## src/rtl/rsf_pkg.sv

```systemverilog
// ----------------------------------------------------------------------------
// rsf_pkg: shared types and constants of the RGB sharpen filter
// Pixel layout, register indexes, item kinds and arithmetic widths.
// ----------------------------------------------------------------------------
package rsf_pkg;

    // one color channel and one packed pixel (blue in the lowest byte)
    localparam int CH_W  = 8;
    localparam int PIX_W = 3 * CH_W;

    typedef struct packed {
        logic [CH_W-1:0] red;
        logic [CH_W-1:0] green;
        logic [CH_W-1:0] blue;
    } rgb_t;

    // row ring: four row banks, selected by the low bits of the row number
    localparam int RING_ROWS = 4;
    localparam int BANK_W    = $clog2(RING_ROWS);

    // configuration port
    localparam int CFG_IDX_W  = 2;
    localparam int CFG_DATA_W = 13;
    localparam int FW_W       = 11;
    localparam int FH_W       = 13;
    localparam int STR_W      = 4;

    localparam logic [CFG_IDX_W-1:0] REG_FRAME_WIDTH  = 2'd0;
    localparam logic [CFG_IDX_W-1:0] REG_FRAME_HEIGHT = 2'd1;
    localparam logic [CFG_IDX_W-1:0] REG_STRENGTH     = 2'd2;

    localparam int               FRAME_WIDTH_DEF  = 640;
    localparam int               FRAME_HEIGHT_DEF = 480;
    localparam logic [STR_W-1:0] STRENGTH_DEF     = 4'd3;

    // item kinds on the input tuser
    localparam logic ACT_PIXEL = 1'b0;
    localparam logic ACT_DRAIN = 1'b1;

    // filter arithmetic: value formed in eighths
    localparam int FRAC_BITS  = 3;
    localparam int NSUM_W     = CH_W + 3;                  // sum of eight neighbors
    localparam int CWT_W      = STR_W + 1;                 // strength + 1
    localparam int CPROD_W    = CWT_W + CH_W;
    localparam int POS_W      = CPROD_W + FRAC_BITS;
    localparam int NEG_W      = STR_W + NSUM_W;
    localparam int ACC_W      = POS_W + 1;
    localparam logic [CH_W-1:0] SAT_MAX = 8'd255;

endpackage

```

## src/rtl/rsf_channel_calc.sv

```systemverilog
// ----------------------------------------------------------------------------
// rsf_channel_calc: sharpening arithmetic of one color channel
// acc = 8*(strength+1)*center - strength*neighbors, clip at 0, /8, cap at 255.
// ----------------------------------------------------------------------------
module rsf_channel_calc (
    input  logic [rsf_pkg::STR_W-1:0]  strength,
    input  logic [rsf_pkg::CH_W-1:0]   center,
    input  logic [rsf_pkg::NSUM_W-1:0] nsum,
    output logic [rsf_pkg::CH_W-1:0]   result
);
    import rsf_pkg::*;

    logic [CWT_W-1:0]       center_wt;
    logic [CPROD_W-1:0]     center_prod;
    logic [POS_W-1:0]       pos_term;
    logic [NEG_W-1:0]       neg_term;
    logic signed [ACC_W-1:0] acc;
    logic [ACC_W-FRAC_BITS-1:0] quot;

    assign center_wt   = CWT_W'(strength) + CWT_W'(1);
    assign center_prod = CPROD_W'(center_wt) * CPROD_W'(center);
    assign pos_term    = {center_prod, {FRAC_BITS{1'b0}}};
    assign neg_term    = NEG_W'(strength) * NEG_W'(nsum);
    assign acc         = $signed({1'b0, pos_term}) - $signed(ACC_W'(neg_term));
    assign quot        = acc[ACC_W-1:FRAC_BITS];

    always_comb begin
        if (acc[ACC_W-1] || (acc == '0)) begin
            result = '0;
        end else if (quot > (ACC_W-FRAC_BITS)'(SAT_MAX)) begin
            result = SAT_MAX;
        end else begin
            result = quot[CH_W-1:0];
        end
    end

endmodule

```

## config.mk

```make
export PLATFORM = sky130hd
export DESIGN_NAME = rsf_channel_calc
export DESIGN_NICKNAME = d
export VERILOG_FILES = /design/src/rtl/rsf_pkg.sv /design/src/rtl/rsf_channel_calc.sv
export SDC_FILE = /design/constraint.sdc
export NUM_CORES = 1
export LEC_CHECK = 0
export ABC_AREA = 0
export BUFFER_PORTS_ARGS = -buffer_cell sky130_fd_sc_hd__buf_2
export CORE_AREA = 5 5 81 83
export DETAILED_ROUTE_END_ITERATION = 8
export DIE_AREA = 0 0 86 88
export GPL_TIMING_DRIVEN = 0
export PLACE_DENSITY = 0.79
export SYNTH_ARGS = -nofsm -noshare
export SYNTH_HDL_FRONTEND = slang
export SYNTH_SLANG_ARGS = --single-unit
export TNS_END_PERCENT = 50
```

## constraint.sdc

```tcl
create_clock -name vclk -period 15.7
set_input_delay 0.785 -clock vclk [all_inputs]
set_output_delay 0.785 -clock vclk [all_outputs]
set_load 0.02 [all_outputs]
```

Word-level counts from Yosys, hierarchy flattened
Index checks and enable logic that the tools add are counted.

Input port bits: 23. Bits in registers: 0. Output and inout port bits: 8. Word-level logic and storage cells: 9.

Add/sub/neg operators: 2. Mux-type cells: 2. $mul: 2. Order comparisons: 1. Reduce and logical (&&, ||, !) cells: 2.

Operators with widths (count): logical NOT 17 bit (1); subtractor 16 x 15 -> 17 bit (1); 2-to-1 mux 8 bit (2); multiplier 4 x 11 -> 15 bit (1); greater-than comparator 14 x 8 -> 1 bit, second input constant (1); multiplier 5 x 8 -> 13 bit (1); adder 4 x 1 -> 5 bit, second input constant (1); logical OR 1 bit (1).

Logic depth before layout (Yosys ltp)
Gate-level depths: netlist of the first run.

Depth after elaboration: 6. Gate-level depth with buffers: 26. Mapped depth without buffers: 26.

Least setup slack after synthesis of the first run
OpenSTA, ideal clock, no wires.

Kind: input -> output. Start: in strength[0] (netlist bit). End: out result[1] (netlist bit). Slack: 8.585 ns. Buffers on the path: 2. Cell stages on the path: 25. Arrival: 6.330 ns. Required time: 14.915 ns. Path through: ha_1 -> and3_1 -> clkbuf_1 -> nand2_1 -> fa_1 -> fa_1 -> inv_1 -> fa_1 -> ha_1 -> nor2b_1 -> o21ai_0 -> a21boi_0 -> o21ai_0 -> nand2_1 -> xnor2_1 -> fa_1 -> inv_1 -> ha_1 -> clkdlybuf4s15_2 -> nor2_1 -> o21a_1 -> or3_1 -> a211oi_2 -> o2111ai_2 -> o21a_1.

Longest elaborated chain between the ends: 6. Elaborated cells on any way between the ends: 9. Those cells by class: add/sub: 2; mul: 2; order compare: 1; mux: 2; reduce/logical: 2.

RTL lines: start, declared (RTL line rsf_channel_calc.sv:6) `input logic [rsf_pkg::STR_W-1:0] strength,`; adder 4 x 1 -> 5 bit (RTL line rsf_channel_calc.sv:20) `assign center_wt = CWT_W'(strength) + CWT_W'(1);`; multiplier 5 x 8 -> 13 bit (RTL line rsf_channel_calc.sv:21) `assign center_prod = CPROD_W'(center_wt) * CPROD_W'(center);`; subtractor 16 x 15 -> 17 bit * (RTL line rsf_channel_calc.sv:24) `assign acc = $signed({1'b0, pos_term}) - $signed(ACC_W'(neg_term));`; greater-than comparator 14 x 8 -> 1 bit / logical NOT 17 bit (equally long branches) (RTL line rsf_channel_calc.sv:30, rsf_channel_calc.sv:28); 2-to-1 mux 8 bit / logical OR 1 bit (equally long branches) (RTL line rsf_channel_calc.sv:30, rsf_channel_calc.sv:28); 2-to-1 mux 8 bit * (RTL line rsf_channel_calc.sv:28) `if (acc[ACC_W-1] || (acc == '0)) begin`; end, declared (RTL line rsf_channel_calc.sv:9) `output logic [rsf_pkg::CH_W-1:0] result`.

Mark *: on every way between the ends. The rest lies on a longest branch, timed or not.

Worst setup path after layout of the first run
Start: in strength[0] (netlist bit). End: out result[2] (netlist bit).

Same word-level chain as after synthesis.

==> impl_results.rst, run 1 <==
.. list-table::
   :header-rows: 1

   * - Metric
     - Value
   * - Run status
     - complete, no violations
   * - Post-route minimum period
     - 7.978 ns
   * - # nets final
     - 518
   * - Vertical extent of the die
     - 88 µm
   * - Minimum hold slack
     - 2.439 ns
   * - Syn. warnings
     - 0
   * - Sequential share of the synthesized area
     - 0%
   * - DP Cell Count
     - 477
   * - Biggest area consumer among synthesized cells
     - fa_1
   * - Total setup buffers inserted after CTS
     - 0
   * - Average wire length per cell after detail routing
     - 12.31 µm
   * - Minimum setup slack in the final design
     - 7.722 ns
   * - Layout cell share with drive strength beyond 1
     - 10.45%
   * - Routed metal-1 wirelength
     - 2812 µm
   * - Kind of end point of the critical path
     - primary output
   * - Slew at the pin with the worst max-slew slack
     - 0.6544 ns
   * - Non-filler cells, final
     - 477
   * - Placement row count
     - 28
   * - Type of the worst setup path
     - input port to primary output
   * - Final sum of negative setup slack
     - 0 ns
   * - RSZ-0062 raised after global routing
     - false
   * - Antenna-violating nets left
     - 0
   * - Std-Cell Core Area
     - 5781 µm²
   * - Post-placement setup slack
     - 7.767 ns
   * - Ratio of final minimum period to clock period
     - 50.81%
   * - Number of antenna violations at the first check in global routing
     - 0
   * - Count of distinct cell types in the synthesized netlist
     - 46
   * - Diode insertion count for antenna repair
     - 0
   * - Signal arrival time at the worst endpoint
     - 7.19 ns
   * - Post-synthesis instance area
     - 3033 µm²
   * - GR Util All Layers
     - 16.33%
   * - Uppermost signal routing layer after detailed routing
     - met4
   * - Worst rel slew slack
     - 56.06%
   * - VDD IR max
     - 140.3 µV
   * - Vias per cell
     - 5.396
   * - Number of cells upsized or downsized after cts
     - 0
   * - Pin count of the biggest net entering global routing
     - 11
   * - Routed wire length on met2
     - 2799 µm
   * - Synthesized instance count
     - 371
   * - DR WL met3
     - 214 µm
   * - Pwr per Cell Area
     - 199.4 nW/µm²
   * - Static leakage power
     - 1.650 nW
   * - HP Class
     - input port to primary output
   * - Number of remaining DRC errors
     - 0
   * - Drt pass-1 iters
     - 4
   * - Ports placed on the boundary
     - 31
   * - Total global routing overflow
     - 0
   * - Highest Clock Rate
     - 0.1253 GHz
   * - Die area
     - 7568 µm²
   * - Largest driver fanout on the critical path
     - 8
   * - Vias post-DR
     - 2574
   * - Number of global-route vias before repair
     - 2523
   * - First-pass GRT wire length
     - 10630 µm
   * - Syn-to-layout area delta
     - 8.210%
   * - Drt initial violations
     - 145
   * - Slew Viols, Final
     - 0
   * - Count of input and output buffers
     - 31
   * - Critical path data required time
     - 14.91 ns
   * - Post-CTS Hold Fix Bufs
     - 0
   * - Hold violation count in the final report
     - 0
   * - Clock buffer count in the final layout
     - 0
   * - Final Setup Violations
     - 0
   * - Area share of the largest cell type after synthesis
     - 31.02%
   * - Initial Util
     - 52.47%
   * - Leading post-synthesis cells by cell area
     - fa_1, ha_1, inv_1
   * - Detailed Place HPWL
     - 5216 µm
   * - Net count after synthesis
     - 485
   * - Final weighted congestion in routability-driven placement
     - 0.8193
   * - Sequential cell count
     - 0
   * - X dimension of the die
     - 86 µm
   * - Final wirelength
     - 5873 µm
   * - Max-cap violations
     - 0
   * - Kind of start point of the critical path
     - input port
   * - Syn Area/Cell
     - 8.175 µm²
   * - Reg area
     - 0 µm²
==> cell usage in the layout (no fill, tap or decap), drive strengths merged, types with 5 or more instances in the layout <==
cell type and count:
ha 44, fa 47, xnor2 12, o21a 9
a21o 6, a21oi 17, xor2 5, nor2b 8
nand2 55, and2 34, nand3 6, buf 33
o21ai 9, nor3 5, inv 58, clkbuf 6
nor2 8
==> metrics by stage <==
stage | power [mW] | area (µm²) | util, %
6_report | 0.6543 | 3282 | 56.77
5_1_grt | 0.7353 | 3282 | 56.77
4_1_cts | 0.6604 | 3282 | 56.77
3_5_place_dp | 0.6569 | 3282 | 56.77
3_3_place_gp | 0.6468 | 3282 | 56.77
2_1_floorplan | 0.5313 | 3033 | -
==> where the power goes <==
| part | switching (mW) | leakage (nW) | internal, mW |
|---|---|---|---|
| Clock | 0 | 0 | 0 |
| Sequential | 0 | 0 | 0 |
| Combinational | 0.372 | 1.65 | 0.283 |
| Total | 0.372 | 1.65 | 0.283 |
==> cell usage after synthesis, drive strengths merged <==
library cell / number
inv: 58
nand2: 55
fa: 47
ha: 44
and2: 34
a21oi: 17
xnor2: 12
o21a: 9
o21ai: 9
nor2: 8
nor2b: 8
a21o: 6
clkbuf: 6
nand3: 6
nor3: 5
xor2: 5
a211oi: 3
a21boi: 3
and3: 3
nand4: 3
nor4: 3
o2111ai: 3
o211ai: 3
a2111oi: 2
a31oi: 2
buf: 2
nand2b: 2
or3: 2
a221o: 1
a221oi: 1
and3b: 1
and4b: 1
clkdlybuf4s15: 1
nand3b: 1
nor3b: 1
nor4b: 1
o211a: 1
or2: 1
or4: 1
==> final timing paths <==
kind,from,endpoint,slack [ns],cells past startpoint
worst max-delay path,strength[0],result[2],7.72,27
worst min-delay path,nsum[2],result[0],2.44,6
==> area by class of cell <==
| type | instances | area, µm² |
|---|---|---|
| multi-input combinational | 304 | 2765 |
| buffer | 9 | 50.05 |
| fill | 529 | 2499 |
| inverter | 58 | 217.7 |
| tap | 75 | 93.84 |
| timing repair buffer | 31 | 155.1 |
==> worst max-delay path: stages <==
cell       delay, ns
buf_2           0.12
ha_1            0.21
xor2_1          0.49
nand2_1         0.15
fa_1            0.48
fa_1            0.54
inv_1           0.06
fa_1            0.48
ha_1            0.34
nor2b_1         0.14
o21ai_0         0.19
a21boi_0        0.12
o21ai_0         0.24
a21oi_1         0.15
nor2_1          0.15
xnor2_1         0.11
fa_1            0.49
inv_1           0.04
ha_1            0.35
a21oi_1         0.12
nand2_1         0.07
a21oi_1         0.05
or3_1           0.41
a211oi_2        0.24
o2111ai_2       0.28
o21a_1          0.25
buf_2           0.15
==> routing by layer <==
| metal | GRT usage (%) | vias to the layer above |
|---|---|---|
| li1 | - | 1279 |
| met1 | 23.22 | 1244 |
| met2 | 28.73 | 47 |
| met3 | 0.8467 | 4 |
| met4 | 1.151 | 0 |
| met5 | 0 | - |
==> logic make-up after synthesis <==
family | after synthesis | synth area share, %
compound gates | 60 | 14.19
xor+xnor | 17 | 4.909
buf+inv | 67 | 8.828
fa+ha+maj | 91 | 49.17
simple gates | 136 | 22.90
No activity file was read; power rests on OpenSTA's default activity.
==> inputs of run 2 (changes only) <==
- clock period: 15.7 -> 7.6 ns (I/O delays scaled with it)
==> run 2 against run 1 <==
Compared with the run above: sequential share of layout area is the same; final cell count is 0.21% lower; critical endpoint unchanged; via count grew 0.51%; non-clock buffer count down 1; global-route usage unchanged; utilization grew 0.19 points; first-iteration DRC count shrank 12%.
==> impl_results.rst, run 2 (same netlist as run 1, synthesis figures left out) <==
.. list-table::
   :header-rows: 1

   * - Metric
     - Value
   * - Post-placement setup slack
     - 0.4775 ns
   * - Type of the worst setup path
     - input port to primary output
   * - Run status
     - complete, no violations
   * - Average wire length per cell after detail routing
     - 12.37 µm
   * - First-pass GRT wire length
     - 10630 µm
   * - Static leakage power
     - 1.656 nW
   * - Most common cell after layout, fill and taps aside
     - inv_1
   * - Final sum of negative setup slack
     - 0 ns
   * - Total global routing overflow
     - 0
   * - Minimum setup slack in the final design
     - 0.5738 ns
   * - Final wirelength
     - 5887 µm
   * - # nets final
     - 517
   * - Number of antenna violations at the first check in global routing
     - 0
   * - Vias post-DR
     - 2587
   * - GR Util All Layers
     - 16.33%
   * - Hold violation count in the final report
     - 0
   * - X dimension of the die
     - 86 µm
   * - Most prevalent standard cell on the critical path
     - fa_1
   * - Kind of end point of the critical path
     - primary output
   * - Vertical extent of the die
     - 88 µm
   * - Initial Util
     - 52.47%
   * - Detailed Place HPWL
     - 5216 µm
   * - Signal arrival time at the worst endpoint
     - 6.65 ns
   * - Worst-path cell with the longest stage delay
     - fa_1
   * - Total setup buffers inserted after CTS
     - 0
   * - Hold-critical path depth
     - 6
   * - Final Setup Violations
     - 0
   * - Vias per cell
     - 5.435
   * - Slew Viols, Final
     - 0
   * - Slew at the pin with the worst max-slew slack
     - 0.4841 ns
   * - Largest driver fanout on the critical path
     - 8
   * - Non-filler cells, final
     - 476
   * - Kind of start point of the critical path
     - input port
   * - Max-cap violations
     - 0
   * - Number of fill cells
     - 524
   * - Worst rel slew slack
     - 67.72%
   * - Std-Cell Core Area
     - 5781 µm²
   * - RSZ-0062 raised after global routing
     - false
   * - Most frequent cells in the layout
     - inv_1, nand2_1, fa_1
   * - Diode insertion count for antenna repair
     - 0
   * - Post-route minimum period
     - 7.026 ns
   * - Standard cell area after detailed placement
     - 3282 µm²
   * - DP Cell Count
     - 477
   * - Final design area excluding fillers
     - 3293 µm²
   * - Minimum hold slack
     - 1.629 ns
   * - Number of global-route vias before repair
     - 2523
   * - Final Core Density
     - 56.97%
   * - HP Class
     - input port to primary output
   * - Antenna-violating nets left
     - 0
   * - Sequential cell count
     - 0
   * - Syn-to-layout area delta
     - 8.581%
   * - Total area of multi-input combinational cells
     - 2780 µm²
   * - Placement row count
     - 28
   * - Number of remaining DRC errors
     - 0
   * - Drt pass-1 iters
     - 5
   * - Worst stage delay on the critical path
     - 0.54 ns
   * - Overall power consumption
     - 1.351 mW
   * - Ratio of final minimum period to clock period
     - 92.45%
   * - Final weighted congestion in routability-driven placement
     - 0.8193
   * - Reg area
     - 0 µm²
   * - Layout cell share with drive strength beyond 1
     - 10.97%
   * - Pwr per Cell Area
     - 410.4 nW/µm²
   * - Drt initial violations
     - 127
   * - Clock buffer count in the final layout
     - 0
   * - Ports placed on the boundary
     - 31
   * - Count of input and output buffers
     - 31
   * - Die area
     - 7568 µm²
   * - Highest Clock Rate
     - 0.1423 GHz
   * - Critical path data required time
     - 7.22 ns
   * - Pin count of the biggest net entering global routing
     - 11
   * - VDD IR max
     - 289.8 µV
-- run 2: worst max-delay path, delay by kind of cell --
family / cells / cell delay, ns
adder cells (fa/ha/maj): 7 / 2.92
XOR/XNOR: 1 / 0.11
AND/OR/NAND/NOR: 6 / 1.24
AO/OA/AOI/OAI: 9 / 1.64
buffers and inverters: 4 / 0.36
-- run 2: metal layers --
metal | vias to the layer above | global-route usage (%) | part of all wire (%)
met5 | - | 0 | 0
met4 | 0 | 1.151 | 0.80
met3 | 4 | 0.8467 | 3.8
met2 | 49 | 28.73 | 48
met1 | 1257 | 23.22 | 47
li1 | 1277 | - | -
-- run 2: power breakdown --
group,switching (mW),internal (mW),total [mW]
registers,0,0,0
logic,0.767,0.584,1.35
clock network,0,0,0
-- run 2: path summary, 6_finish.rpt --
path | to | slack (ns) | from
worst max-delay path | result[2] | 0.57 | strength[1]
worst min-delay path | result[0] | 1.63 | nsum[2]
-- run 2: timing repair --
item,in CTS,in global routing
hold endpoints to repair,0,0
hold buffers,0,0
endpoints found under the setup margin,0,8
resized for setup,0,2
-- run 2: cell type report --
cell class         instances  area share [%]
well taps                 75           2.850
inverters                 58           6.611
repair buffers            31           4.711
multi-input cells        304           84.42
plain buffers              8           1.406
